**src/rtl/core/sha1bs_pkg.sv**
```systemverilog
// Package for the SHA-1 byte-stream hasher: payload types and constants.
package sha1bs_pkg;

  typedef struct packed {
    logic [7:0] data_byte;
    logic       byte_present;
    logic       end_of_message;
  } in_item_t;

  typedef struct packed {
    logic [31:0] digest_word;
    logic [2:0]  word_position;
    logic        last_word;
  } out_item_t;

  localparam logic [31:0] K0 = 32'h5a827999;
  localparam logic [31:0] K1 = 32'h6ed9eba1;
  localparam logic [31:0] K2 = 32'h8f1bbcdc;
  localparam logic [31:0] K3 = 32'hca62c1d6;

  localparam logic [31:0] H0 = 32'h67452301;
  localparam logic [31:0] H1 = 32'hefcdab89;
  localparam logic [31:0] H2 = 32'h98badcfe;
  localparam logic [31:0] H3 = 32'h10325476;
  localparam logic [31:0] H4 = 32'hc3d2e1f0;

  localparam logic [7:0] PAD_BYTE = 8'h80;

  function automatic logic [31:0] init_hash(input logic [2:0] i);
    logic [31:0] v;
    case (i)
      3'd0:    v = H0;
      3'd1:    v = H1;
      3'd2:    v = H2;
      3'd3:    v = H3;
      default: v = H4;
    endcase
    return v;
  endfunction

endpackage

```
**src/rtl/core/sha1_byte_stream_hasher_unit.sv**
```systemverilog
// SHA-1 byte-stream hasher: byte packing, padding, 80-round compression, digest output.
// Steps: a byte item is accepted, its memory word read, then merged and written back;
// an item with no byte and no end is simply taken in idle. A compression: load, 16
// rounds of a read and a compute, 64 rounds of four schedule reads then write back, add.
// End: pad read and write, a zero sweep of up to 15 words and one compression, plus a
// 16-word sweep and a second compression when 56 or more bytes remain, then five output
// transfers. One item at a time; ready only when idle. Sync active-low reset restores
// the chaining value, clears the byte count; the block memory has no reset.
module sha1_byte_stream_hasher_unit #(
  parameter int LENGTH_COUNTER_BITS = 61
) (
  input  logic                  clk,
  input  logic                  rst_n,
  input  logic                  in_valid,
  output logic                  in_ready,
  input  sha1bs_pkg::in_item_t  in_data,
  output logic                  out_valid,
  input  logic                  out_ready,
  output sha1bs_pkg::out_item_t out_data
);

  // states
  localparam logic [3:0] ST_IDLE   = 4'd0;
  localparam logic [3:0] ST_BRD    = 4'd1;  // byte read issued
  localparam logic [3:0] ST_PREP   = 4'd2;  // load working vars
  localparam logic [3:0] ST_RRD    = 4'd3;  // round: memory reads
  localparam logic [3:0] ST_RDO    = 4'd4;  // round: compute, write back
  localparam logic [3:0] ST_FIN    = 4'd5;  // add into chaining value
  localparam logic [3:0] ST_PADRD  = 4'd6;  // pad byte read
  localparam logic [3:0] ST_PADWR  = 4'd7;  // pad byte write
  localparam logic [3:0] ST_ZERO   = 4'd8;  // zero sweep
  localparam logic [3:0] ST_OUT    = 4'd9;
  localparam logic [3:0] ST_BRD2   = 4'd10; // byte write

  logic [3:0] state_r, state_nxt;

  // block/schedule memory, one port
  logic [31:0] mem [16];
  logic        mem_we;
  logic [3:0]  mem_addr;
  logic [31:0] mem_wd, mem_rd_r;

  always_ff @(posedge clk) begin
    if (mem_we) begin
      mem[mem_addr] <= mem_wd;
    end
    mem_rd_r <= mem[mem_addr];
  end

  logic [LENGTH_COUNTER_BITS-1:0] count_r, count_nxt;
  logic [31:0] cv_r [5];
  logic [31:0] a_r, b_r, c_r, d_r, e_r;
  logic [6:0]  round_r, round_nxt;
  logic [1:0]  tap_r, tap_nxt;      // which of four schedule taps is read
  logic [31:0] wacc_r, wacc_nxt;    // xor accumulator
  logic [3:0]  zidx_r, zidx_nxt;
  logic        end_r, end_nxt;      // end pending after current work
  logic        final_r, final_nxt;  // current compression is the last
  logic        extra_r, extra_nxt;  // need a second padded block
  logic [2:0]  opos_r, opos_nxt;
  logic [7:0]  byte_r, byte_nxt;
  logic        cv_add, cv_init, wv_load, wv_step;
  logic [31:0] t_val;
  logic [31:0] f_val, k_val, w_val;

  logic [5:0]  pos;
  assign pos = count_r[5:0];

  logic [63:0] bits;
  assign bits = {{(64 - LENGTH_COUNTER_BITS){1'b0}}, count_r} << 3;

  // round function
  always_comb begin
    if (round_r < 7'd20) begin
      f_val = (b_r & c_r) | (~b_r & d_r);
      k_val = sha1bs_pkg::K0;
    end else if (round_r < 7'd40) begin
      f_val = b_r ^ c_r ^ d_r;
      k_val = sha1bs_pkg::K1;
    end else if (round_r < 7'd60) begin
      f_val = (b_r & c_r) | (b_r & d_r) | (c_r & d_r);
      k_val = sha1bs_pkg::K2;
    end else begin
      f_val = b_r ^ c_r ^ d_r;
      k_val = sha1bs_pkg::K3;
    end
  end

  logic [31:0] wx;
  assign wx = wacc_r ^ mem_rd_r;
  assign w_val = (round_r < 7'd16) ? mem_rd_r : {wx[30:0], wx[31]};
  assign t_val = {a_r[26:0], a_r[31:27]} + f_val + e_r + k_val + w_val;

  // control
  always_comb begin
    state_nxt = state_r;
    count_nxt = count_r;
    round_nxt = round_r;
    tap_nxt   = tap_r;
    wacc_nxt  = wacc_r;
    zidx_nxt  = zidx_r;
    end_nxt   = end_r;
    final_nxt = final_r;
    extra_nxt = extra_r;
    opos_nxt  = opos_r;
    byte_nxt  = byte_r;
    mem_we    = 1'b0;
    mem_addr  = count_r[5:2];
    mem_wd    = '0;
    cv_add    = 1'b0;
    cv_init   = 1'b0;
    wv_load   = 1'b0;
    wv_step   = 1'b0;
    in_ready  = (state_r == ST_IDLE);
    case (state_r)
      ST_IDLE: begin
        if (in_valid) begin
          end_nxt  = in_data.end_of_message;
          byte_nxt = in_data.data_byte;
          if (in_data.byte_present) begin
            state_nxt = ST_BRD;
          end else if (in_data.end_of_message) begin
            state_nxt = ST_PADRD;
          end
        end
      end
      ST_BRD: begin
        state_nxt = ST_BRD2;
      end
      ST_BRD2: begin
        mem_we = 1'b1;
        mem_wd = (pos[1:0] == 2'd0) ? {byte_r, 24'd0} :
                 (mem_rd_r | ({24'd0, byte_r} << (5'd24 - {pos[1:0], 3'd0})));
        count_nxt = count_r + 1'b1;
        final_nxt = 1'b0;
        if (pos == 6'd63) begin
          state_nxt = ST_PREP;
        end else if (end_r) begin
          state_nxt = ST_PADRD;
        end else begin
          state_nxt = ST_IDLE;
        end
      end
      ST_PADRD: begin
        state_nxt = ST_PADWR;
      end
      ST_PADWR: begin
        mem_we = 1'b1;
        mem_wd = (pos[1:0] == 2'd0) ? {sha1bs_pkg::PAD_BYTE, 24'd0} :
                 (mem_rd_r | ({24'd0, sha1bs_pkg::PAD_BYTE} << (5'd24 - {pos[1:0], 3'd0})));
        extra_nxt = (pos >= 6'd56);
        zidx_nxt  = pos[5:2] + 4'd1;
        state_nxt = (pos[5:2] == 4'd15) ? ST_PREP : ST_ZERO;
        final_nxt = (pos < 6'd56);
        if (pos[5:2] == 4'd15 && pos < 6'd56) state_nxt = ST_ZERO;
      end
      ST_ZERO: begin
        mem_we   = 1'b1;
        mem_addr = zidx_r;
        if (final_r && zidx_r == 4'd14) mem_wd = bits[63:32];
        else if (final_r && zidx_r == 4'd15) mem_wd = bits[31:0];
        else mem_wd = '0;
        zidx_nxt = zidx_r + 4'd1;
        if (zidx_r == 4'd15) state_nxt = ST_PREP;
      end
      ST_PREP: begin
        wv_load   = 1'b1;
        round_nxt = '0;
        tap_nxt   = '0;
        wacc_nxt  = '0;
        state_nxt = ST_RRD;
      end
      ST_RRD: begin
        // issue read of a schedule tap: slot+13, +8, +2, then slot
        case (tap_r)
          2'd0:    mem_addr = round_r[3:0] + 4'd13;
          2'd1:    mem_addr = round_r[3:0] + 4'd8;
          2'd2:    mem_addr = round_r[3:0] + 4'd2;
          default: mem_addr = round_r[3:0];
        endcase
        if (round_r < 7'd16) mem_addr = round_r[3:0];
        state_nxt = ST_RDO;
      end
      ST_RDO: begin
        mem_addr = round_r[3:0];
        if (round_r >= 7'd16 && tap_r != 2'd3) begin
          wacc_nxt  = wacc_r ^ mem_rd_r;
          tap_nxt   = tap_r + 2'd1;
          state_nxt = ST_RRD;
        end else begin
          wv_step  = 1'b1;
          mem_we   = (round_r >= 7'd16);
          mem_wd   = w_val;
          tap_nxt  = '0;
          wacc_nxt = '0;
          round_nxt = round_r + 7'd1;
          state_nxt = (round_r == 7'd79) ? ST_FIN : ST_RRD;
        end
      end
      ST_FIN: begin
        cv_add    = 1'b1;
        round_nxt = '0;
        if (!end_r) begin
          state_nxt = ST_IDLE;
        end else if (final_r) begin
          opos_nxt  = '0;
          state_nxt = ST_OUT;
        end else if (count_r[5:0] == 6'd0 && !extra_r) begin
          // block just filled by the end byte: pad into a fresh block
          state_nxt = ST_PADRD;
        end else begin
          // second padded block: all zero then length
          final_nxt = 1'b1;
          extra_nxt = 1'b0;
          zidx_nxt  = '0;
          state_nxt = ST_ZERO;
        end
      end
      ST_OUT: begin
        if (out_ready) begin
          opos_nxt = opos_r + 3'd1;
          if (opos_r == 3'd4) begin
            cv_init   = 1'b1;
            count_nxt = '0;
            end_nxt   = 1'b0;
            state_nxt = ST_IDLE;
          end
        end
      end
      default: state_nxt = ST_IDLE;
    endcase
  end

  assign out_valid = (state_r == ST_OUT);
  assign out_data.digest_word   = cv_r[opos_r];
  assign out_data.word_position = opos_r;
  assign out_data.last_word     = (opos_r == 3'd4);

  // control registers
  always_ff @(posedge clk) begin
    if (!rst_n) begin
      state_r <= ST_IDLE;
      count_r <= '0;
      round_r <= '0;
      tap_r   <= '0;
      zidx_r  <= '0;
      end_r   <= 1'b0;
      final_r <= 1'b0;
      extra_r <= 1'b0;
      opos_r  <= '0;
    end else begin
      state_r <= state_nxt;
      count_r <= count_nxt;
      round_r <= round_nxt;
      tap_r   <= tap_nxt;
      zidx_r  <= zidx_nxt;
      end_r   <= end_nxt;
      final_r <= final_nxt;
      extra_r <= extra_nxt;
      opos_r  <= opos_nxt;
    end
  end

  // datapath registers
  always_ff @(posedge clk) begin
    wacc_r <= wacc_nxt;
    byte_r <= byte_nxt;
    if (wv_load) begin
      a_r <= cv_r[0]; b_r <= cv_r[1]; c_r <= cv_r[2]; d_r <= cv_r[3]; e_r <= cv_r[4];
    end else if (wv_step) begin
      e_r <= d_r; d_r <= c_r; c_r <= {b_r[1:0], b_r[31:2]}; b_r <= a_r; a_r <= t_val;
    end
  end

  // chaining value
  always_ff @(posedge clk) begin
    for (int i = 0; i < 5; i++) begin
      if (!rst_n || cv_init) begin
        cv_r[i] <= sha1bs_pkg::init_hash(3'(i));
      end else if (cv_add) begin
        case (i)
          0:       cv_r[i] <= cv_r[i] + a_r;
          1:       cv_r[i] <= cv_r[i] + b_r;
          2:       cv_r[i] <= cv_r[i] + c_r;
          3:       cv_r[i] <= cv_r[i] + d_r;
          default: cv_r[i] <= cv_r[i] + e_r;
        endcase
      end
    end
  end

  // checks
  a_out_pos: assert property (@(posedge clk) disable iff (!rst_n)
    out_valid |-> (out_data.word_position <= 3'd4)) else $error("bad word position");
  a_no_in_busy: assert property (@(posedge clk) disable iff (!rst_n)
    out_valid |-> !in_ready) else $error("input taken during output");
  a_round_range: assert property (@(posedge clk) disable iff (!rst_n)
    (round_r <= 7'd80)) else $error("round index overflow");

endmodule

```
**config.mk**
```make
export PLATFORM = sky130hd
export DESIGN_NAME = sha1_byte_stream_hasher_unit
export DESIGN_NICKNAME = d
export VERILOG_FILES = /design/src/rtl/core/sha1bs_pkg.sv /design/src/rtl/core/sha1_byte_stream_hasher_unit.sv
export SDC_FILE = /design/constraint.sdc
export NUM_CORES = 2
export LEC_CHECK = 0
export BUFFER_PORTS_ARGS = -buffer_cell sky130_fd_sc_hd__buf_4
export CORE_MARGIN = 1.5
export CORE_UTILIZATION = 65
export CTS_BUF_LIST = sky130_fd_sc_hd__clkbuf_2
export CTS_CLUSTER_SIZE = 12
export DETAILED_ROUTE_END_ITERATION = 8
export PLACE_DENSITY_LB_ADDON = 0.3
export SYNTH_ARGS = -nofsm -noshare
export SYNTH_HDL_FRONTEND = slang
export SYNTH_SLANG_ARGS = --single-unit
```
**constraint.sdc**
```tcl
create_clock -name clk -period 8.25 [get_ports clk]
set_clock_uncertainty 0.05 [all_clocks]
set_input_delay 0.4125 -clock clk [delete_from_list [all_inputs] [get_ports clk]]
set_output_delay 0.4125 -clock clk [all_outputs]
set_load 0.1 [all_outputs]
```
# After elaboration in Yosys (flattened, before gate mapping)
# Memory sizes are Yosys's and may differ from the RTL's. A register that Yosys moved wholly into a read port is not among the register bits.
# Index checks and enable logic that the tools add are counted.
# Widths: inputs -> output; s select.
[word_totals]
register_bits = 284
ram_bits = 672
input_bits = 14
output_inout_bits = 38
word_cells = 224
memories = 2
[classes]
add_sub_neg = 19
magnitude_cmp = 7
n_eq_ne = 29
n_shift = 2
mux = 99
bitwise_logic = 18
n_reduce_logical = 32
[mem_list]
columns = ["memory", "words", "width", "read_ports", "rd_ports_with_merged_regs", "write_ports", "line", "text"]
rows = [
  ["mem", 16, 32, 1, 1, 1, "sha1_byte_stream_hasher_unit.sv:38", "logic [31:0] mem [16];"],
  ["cv_r", 5, 32, 6, 1, 5, "sha1_byte_stream_hasher_unit.sv:51", "logic [31:0] cv_r [5];"],
]
[ops]
columns = ["cell", "count"]
rows = [
  ["$mux 32", 32],
  ["$add 32x32->32", 9],
  ["$or 32x32->32", 5],
  ["$and 32x32->32", 4],
  ["$pmux 32 s4", 1],
  ["$mux 61", 2],
  ["$pmux 61 s2", 1],
  ["$xor 32x32->32", 3],
  ["$pmux 32 s2", 1],
  ["$add 61x1->61 const B", 1],
  ["$mux 4", 15],
  ["$pmux 4 s11", 1],
  ["$pmux 4 s3", 3],
  ["$not 32->32", 1],
  ["$shl 8x5->32", 1],
  ["$shl 8x5->32 const A", 1],
  ["$mux 31", 1],
  ["$mux 3", 9],
  ["$eq 4x4->1 const B", 6],
  ["$mux 1", 24],
  ["$eq 4x3->1 const B", 4],
  ["$ne 2x2->1 const B", 8],
  ["$reduce_and 4->1", 4],
  ["$lt 7x5->1 const B", 2],
  ["41 further kinds", 67],
]

# Longest topological paths before layout
[logic_depth]
depth_word = 12
mapped_depth = 24
ltp_nobuf = 22

# Worst setup path before layout
# Ideal clock, no wire load.
[synth_path]
path_type = "register to register"
from = "reg opos_r[0]"
to = "mem cv_r[0][0] (enable)"
setup_time_ns = 1.720
t_arrival_ns = 5.703
required_ns = 6.480
path_slack_ns = 0.777
stages_incl_launch_ff = 6
path_buffers = 0
period_less_slack_ns = 7.473
path_cell_list = "dfxtp_1 inv_1 ha_1 and2_1 nand3_1 nand3_1"
[synth_rtl]
columns = ["element", "line", "text"]
rows = [
  ["start, declared", "sha1_byte_stream_hasher_unit.sv:60", "logic [2:0] opos_r, opos_nxt;"],
  ["start signal, assigned", "sha1_byte_stream_hasher_unit.sv:260", "opos_r <= opos_nxt;"],
  ["end, declared", "sha1_byte_stream_hasher_unit.sv:51", ""],
]

# Worst setup path in the final report
[layout_path]
from = "reg round_r[3]"
to = "reg a_r[31] (data pin)"
[layout_via]
elab_chain_len = 10
word_cells_on_any_way = 17
classes_between = "4 x add/sub; 4 x order compare; 9 x mux"
[layout_lines]
columns = ["element", "line", "text"]
rows = [
  ["start, declared", "sha1_byte_stream_hasher_unit.sv:53", "logic [6:0] round_r, round_nxt;"],
  ["start signal, assigned", "sha1_byte_stream_hasher_unit.sv:254", "round_r <= round_nxt;"],
  ["$lt 7x6->1", "sha1_byte_stream_hasher_unit.sv:80", "end else if (round_r < 7'd60) begin"],
  ["$mux 32", "sha1_byte_stream_hasher_unit.sv:80", ""],
  ["$mux 32", "sha1_byte_stream_hasher_unit.sv:77", "end else if (round_r < 7'd40) begin"],
  ["$mux 32", "sha1_byte_stream_hasher_unit.sv:74", "if (round_r < 7'd20) begin"],
  ["$add 32x32->32 (3 in a row)", "sha1_byte_stream_hasher_unit.sv:92", "assign t_val = {a_r[26:0], a_r[31:27]} + f_val + e_r + k_val + w_val;"],
  ["$add 32x32->32 *", "sha1_byte_stream_hasher_unit.sv:92", ""],
  ["$mux 32 *", "sha1_byte_stream_hasher_unit.sv:270", "end else if (wv_step) begin"],
  ["$mux 32 *", "sha1_byte_stream_hasher_unit.sv:268", "if (wv_load) begin"],
  ["end signal, assigned", "sha1_byte_stream_hasher_unit.sv:269", "a_r <= cv_r[0]; b_r <= cv_r[1]; c_r <= cv_r[2]; d_r <= cv_r[3]; e_r <= cv_r[4];"],
  ["end signal, assigned", "sha1_byte_stream_hasher_unit.sv:271", "e_r <= d_r; d_r <= c_r; c_r <= {b_r[1:0], b_r[31:2]}; b_r <= a_r; a_r <= t_val;"],
  ["end, declared", "sha1_byte_stream_hasher_unit.sv:52", "logic [31:0] a_r, b_r, c_r, d_r, e_r;"],
]
# Mark *: on every way between the ends. The rest lies on a longest branch, timed or not. The select of a mux whose other input is x is not followed.
# A chain may end at the register's enable or synchronous reset.

==> results.md <==
- The flow ran to the end, and the final reports show no timing, DRC or antenna violations.
- By startpoint and endpoint, the worst setup path is classified as register to register.
- The number of nets produced by synthesis is 5080.
- TritonCTS created 277 clock buffers.
- The total number of H-tree levels is 5.
- The final critical-path required period is 7.31 ns.
- Summed over all layers, the global routing overflow is 0.
- Using the TritonRoute via totals, the vias-per-cell ratio works out to 6.22.
- In this run the remaining antenna-violating nets after routing total 0.
- The first-pass GRT wire length is 222000 um.
- The floorplan die width is 294 um.
- The pin count of the biggest net entering global routing is 189.
- The count of buffers added by post-CTS timing repair for setup is 0.
- In the final layout, the share of cells above drive strength 1 is 0.129.
- Setup repair after global routing left no endpoint under its margin.
- In this run the cell area measured after placement is 56800 um^2.
- The min-delay analysis places its worst path in the category input pin to register.
- Among cell families on the critical path, the largest total delay comes from compound AO/OA/AOI/OAI gates.
- The detailed placement HPWL is 98200 um.
- The final layout net count is 5323.
- The number of hold violations in the final report is 0.
- After clock tree synthesis, the flow added hold-fix buffers numbering 41.
- The starting density of the core is 0.659.
- The cell with the most instances on the worst path is sky130_fd_sc_hd__fa_1.
- The largest register by flop count is mem.
- The number of gates resized after CTS was 0.
- For this run, the number of Yosys warnings is 0.
- The area of the mapped netlist is 55200 um^2.
- Timing analysis after detailed placement gives a worst setup slack of 1.05 ns.
- The largest registers in the layout are mem x512, cv_r x160, count_r x61.
- By instance count, the leading cell after synthesis is sky130_fd_sc_hd__edfxtp_1.
- The cell count after synthesis came out at 4736.
- The worst stage delay on the critical path is 0.64 ns.
- TritonCTS built the clock tree.
- The data arrival at the endpoint of the critical path is 8.55 ns.
- The total via count after detailed routing is 39.3k.
- Among all stages on the critical path, the largest delay is contributed by sky130_fd_sc_hd__clkinv_1.
- Across every metal layer, demand over resource in global routing totals 0.340.
- With fillers left out, the area of the finished cells amounts to 59600 um^2.
- Yosys mapped the design onto 93 distinct sky130hd cell types.
- The async set-reset flop share out of synthesis is 0.
- The area of the core region is 83800 um^2.
- Measured against its own limit, the worst slew margin works out to 0.136.
- The initial antenna violation count came to 2.
- The register with the most flip-flops in the layout has 512 of them.
- In this run the count of I/O pins placed on the die edge is 52.
- In the post-route analysis, the smallest setup slack over all paths is 0.943 ns.
- The proportion of netlist area held by the largest area contributor is 0.474.
- Of the total synthesized cell area, the portion taken by XOR and XNOR cells is 0.0316.
- In this run, synthesis produced a sequential element count of 991.
- The number of cell rows is 106.
- Of the total synthesized cell area, the portion taken by full adders, half adders and majority gates is 0.0918.
- Measured against the total synthesized area, the mux share comes to 0.120.
- The number of slew-limit violations in the final report is 0.
- The clock latency of the later-clocked register in the worst-skew pair is 1.62 ns.
- The sequential-to-total area share from yosys stat is 0.518.
- The number of global-route vias before repair is 38.5k.
- From bottom edge to top edge, the die measures 294 um.
- The number of buffers between clock root and the deepest sink is 4.
- The total negative slack for setup checks is 0 ns.
- The first-iteration detailed-routing DRC count is 3706.
- The weighted congestion reported at the end of routability-driven placement is 0.965.
- The pre-antenna-repair detailed-routing pass consisted of 6 iterations.
- The total number of clock tree sinks is 991.
- Setup violations remaining at the end of the flow were counted as 0.
- The root buffer selected by CTS is sky130_fd_sc_hd__clkbuf_2.
- Static timing analysis puts the maximum clock frequency at 0.137 GHz.
- The routed wire length is 145000 um.
- The synthesized-area fraction occupied by ao, oa, aoi and oai cells is 0.0976.
- The die area is 86700 um^2.
- Of the total synthesized cell area, the portion taken by AND, OR, NAND and NOR gates is 0.107.
- Clock-pin slew was measured on the worst setup and hold paths at 0.11 ns.
- By area, the combinational part of the netlist is dominated by multiplexers.
- The synthesized design contains 872 enable-type register cells.
- The most instantiated flip-flop cell in the synthesis netlist is sky130_fd_sc_hd__edfxtp_1.
- Together, buffers and inverters on the worst path number 5.
- The endpoint class of the critical path is a register.
- The number of placed instances, taps included is 5793.
- The number of buffers inserted by port buffering is 51.
- The kind of start point of the critical path is a register.
- Leaving out filler cells and counting taps, the final layout contains 6308.
- The synthesis-to-finish area growth is 7.92%.
- Sorting the synthesized cells by area gives the leading types as sky130_fd_sc_hd__edfxtp_1, sky130_fd_sc_hd__mux2i_1, sky130_fd_sc_hd__ha_1.
- The commonest cells after synthesis are sky130_fd_sc_hd__edfxtp_1, sky130_fd_sc_hd__nand2_1, sky130_fd_sc_hd__mux2i_1, sky130_fd_sc_hd__nor2_1, sky130_fd_sc_hd__inv_1.
- The average cell area after synthesis is 11.7 um^2.
- Of all nets on the critical path, the largest fanout is 18.
- For the pin with the worst max-slew slack, the measured transition is 1.29 ns.
- The worst register-to-register path has a setup slack of 0.94 ns.
- Data on the critical path is required at its endpoint by 9.49 ns.
- The tool flagged a number of max-cap violations equal to 0.
- The leading area contributor after synthesis is sky130_fd_sc_hd__edfxtp_1.
- The DRC violations left is 0.
- The mean routed wirelength per cell is 23.1 um.
- The post-route fraction of the period consumed by the critical path is 0.886.
- Traced cell by cell, the critical path runs through a41oi_1 > nand2_1 > buf_4 > nand2_1 > buf_4 > clkinv_1 > a221oi_1 > fa_1 > fa_1 > fa_1 > inv_1 > ha_1 > inv_1 > fa_1 > nor2b_1 > o2111ai_1 > a31oi_1 > o2111ai_1 > a21oi_1 > o221ai_1 > o2111ai_1 > mux2i_1 > nor3_1.
path summary, 6_finish.rpt:
kind,start,end,depth (start not counted)
worst max-delay path,round_r[3]$_SDFFE_PN0P_,a_r[31]$_DFFE_PP_,23
worst max register to register,round_r[3]$_SDFFE_PN0P_,a_r[31]$_DFFE_PP_,23
worst min register to register,count_r[53]$_SDFFE_PN0P_,count_r[53]$_SDFFE_PN0P_,2
worst min-delay path,out_ready,count_r[3]$_SDFFE_PN0P_,6
worst register-to-register path: stages (launching register included):
cell and delay (ns):
sky130_fd_sc_hd__dfxtp_1 0.42, sky130_fd_sc_hd__a41oi_1 0.42, sky130_fd_sc_hd__nand2_1 0.09, sky130_fd_sc_hd__buf_4 0.24, sky130_fd_sc_hd__nand2_1 0.10, sky130_fd_sc_hd__buf_4 0.31, sky130_fd_sc_hd__clkinv_1 0.64, sky130_fd_sc_hd__a221oi_1 0.52
sky130_fd_sc_hd__fa_1 0.52, sky130_fd_sc_hd__fa_1 0.50, sky130_fd_sc_hd__fa_1 0.48, sky130_fd_sc_hd__inv_1 0.07, sky130_fd_sc_hd__ha_1 0.18, sky130_fd_sc_hd__inv_1 0.06, sky130_fd_sc_hd__fa_1 0.40, sky130_fd_sc_hd__nor2b_1 0.16
sky130_fd_sc_hd__o2111ai_1 0.19, sky130_fd_sc_hd__a31oi_1 0.35, sky130_fd_sc_hd__o2111ai_1 0.22, sky130_fd_sc_hd__a21oi_1 0.23, sky130_fd_sc_hd__o221ai_1 0.26, sky130_fd_sc_hd__o2111ai_1 0.29, sky130_fd_sc_hd__mux2i_1 0.22, sky130_fd_sc_hd__nor3_1 0.06
metrics by stage:
| stage | utilization | hold WS (ns) |
|---|---|---|
| 2_1_floorplan | - | 0.416 |
| 3_3_place_gp | 0.678 | 0.429 |
| 3_5_place_dp | 0.678 | 0.441 |
| 4_1_cts | 0.710 | 0.239 |
| 5_1_grt | 0.711 | 0.377 |
| 6_report | 0.711 | 0.366 |
routing by layer:
layer  share of wire  wire, um  vias to the layer above  global-route usage
met4           0.051      7400                        0               0.185
met2            0.47     68900                     1929               0.542
met5               0         0                        -                   0
li1                -         -                    17900                   -
met1            0.39     57000                    19000               0.442
met3           0.084     12200                      415              0.0633
logic make-up (layout without fill, tap and decap cells):
logic type / Yosys count / count (layout)
compound gates: 845 / 845
flops: 991 / 991
other cells: 0 / 9
simple gates: 1304 / 1304
mux: 616 / 616
fa+ha+maj: 330 / 330
xor+xnor: 199 / 199
buf+inv: 451 / 880
layout make-up:
class	count	area (um^2)
sequential	991	28600
multi-input combinational	3294	24900
fill	6076	24200
clock buffer	408	2040
tap	1134	1420
timing repair buffer	152	1290
inverter	263	987
clock inverter	57	304
antenna	9	22.5
layout by cell type, fill, tap and decap left out, drive strengths merged, types with 15 or more instances in the layout:
cell type    Yosys  final
o21ai          242    242
or3             34     34
nor3            63     63
a211oi          23     23
mux4            32     32
clkbuf         110    408
nand2          572    572
xnor2          113    113
nand4           23     23
ha             205    205
clkinv           2     51
a21oi          203    203
o22ai           36     36
buf             78    111
o21bai          17     17
fa             125    125
a221oi          17     17
a221o           22     22
nand2b          44     44
mux2            43     43
a21o            81     81
or2             15     15
mux2i          541    541
nor2           327    327
o31ai           15     15
a31oi           23     23
nor2b           32     32
xor2            86     86
dlygate4sd3      0     41
dfxtp          119    119
edfxtp         872    872
o21a            45     45
and2            29     29
nand3           71     71
inv            261    266
and3            38     38
Power is not shown: default switching activity piles up to over one toggle a cycle in this logic, so the estimate is an artifact.
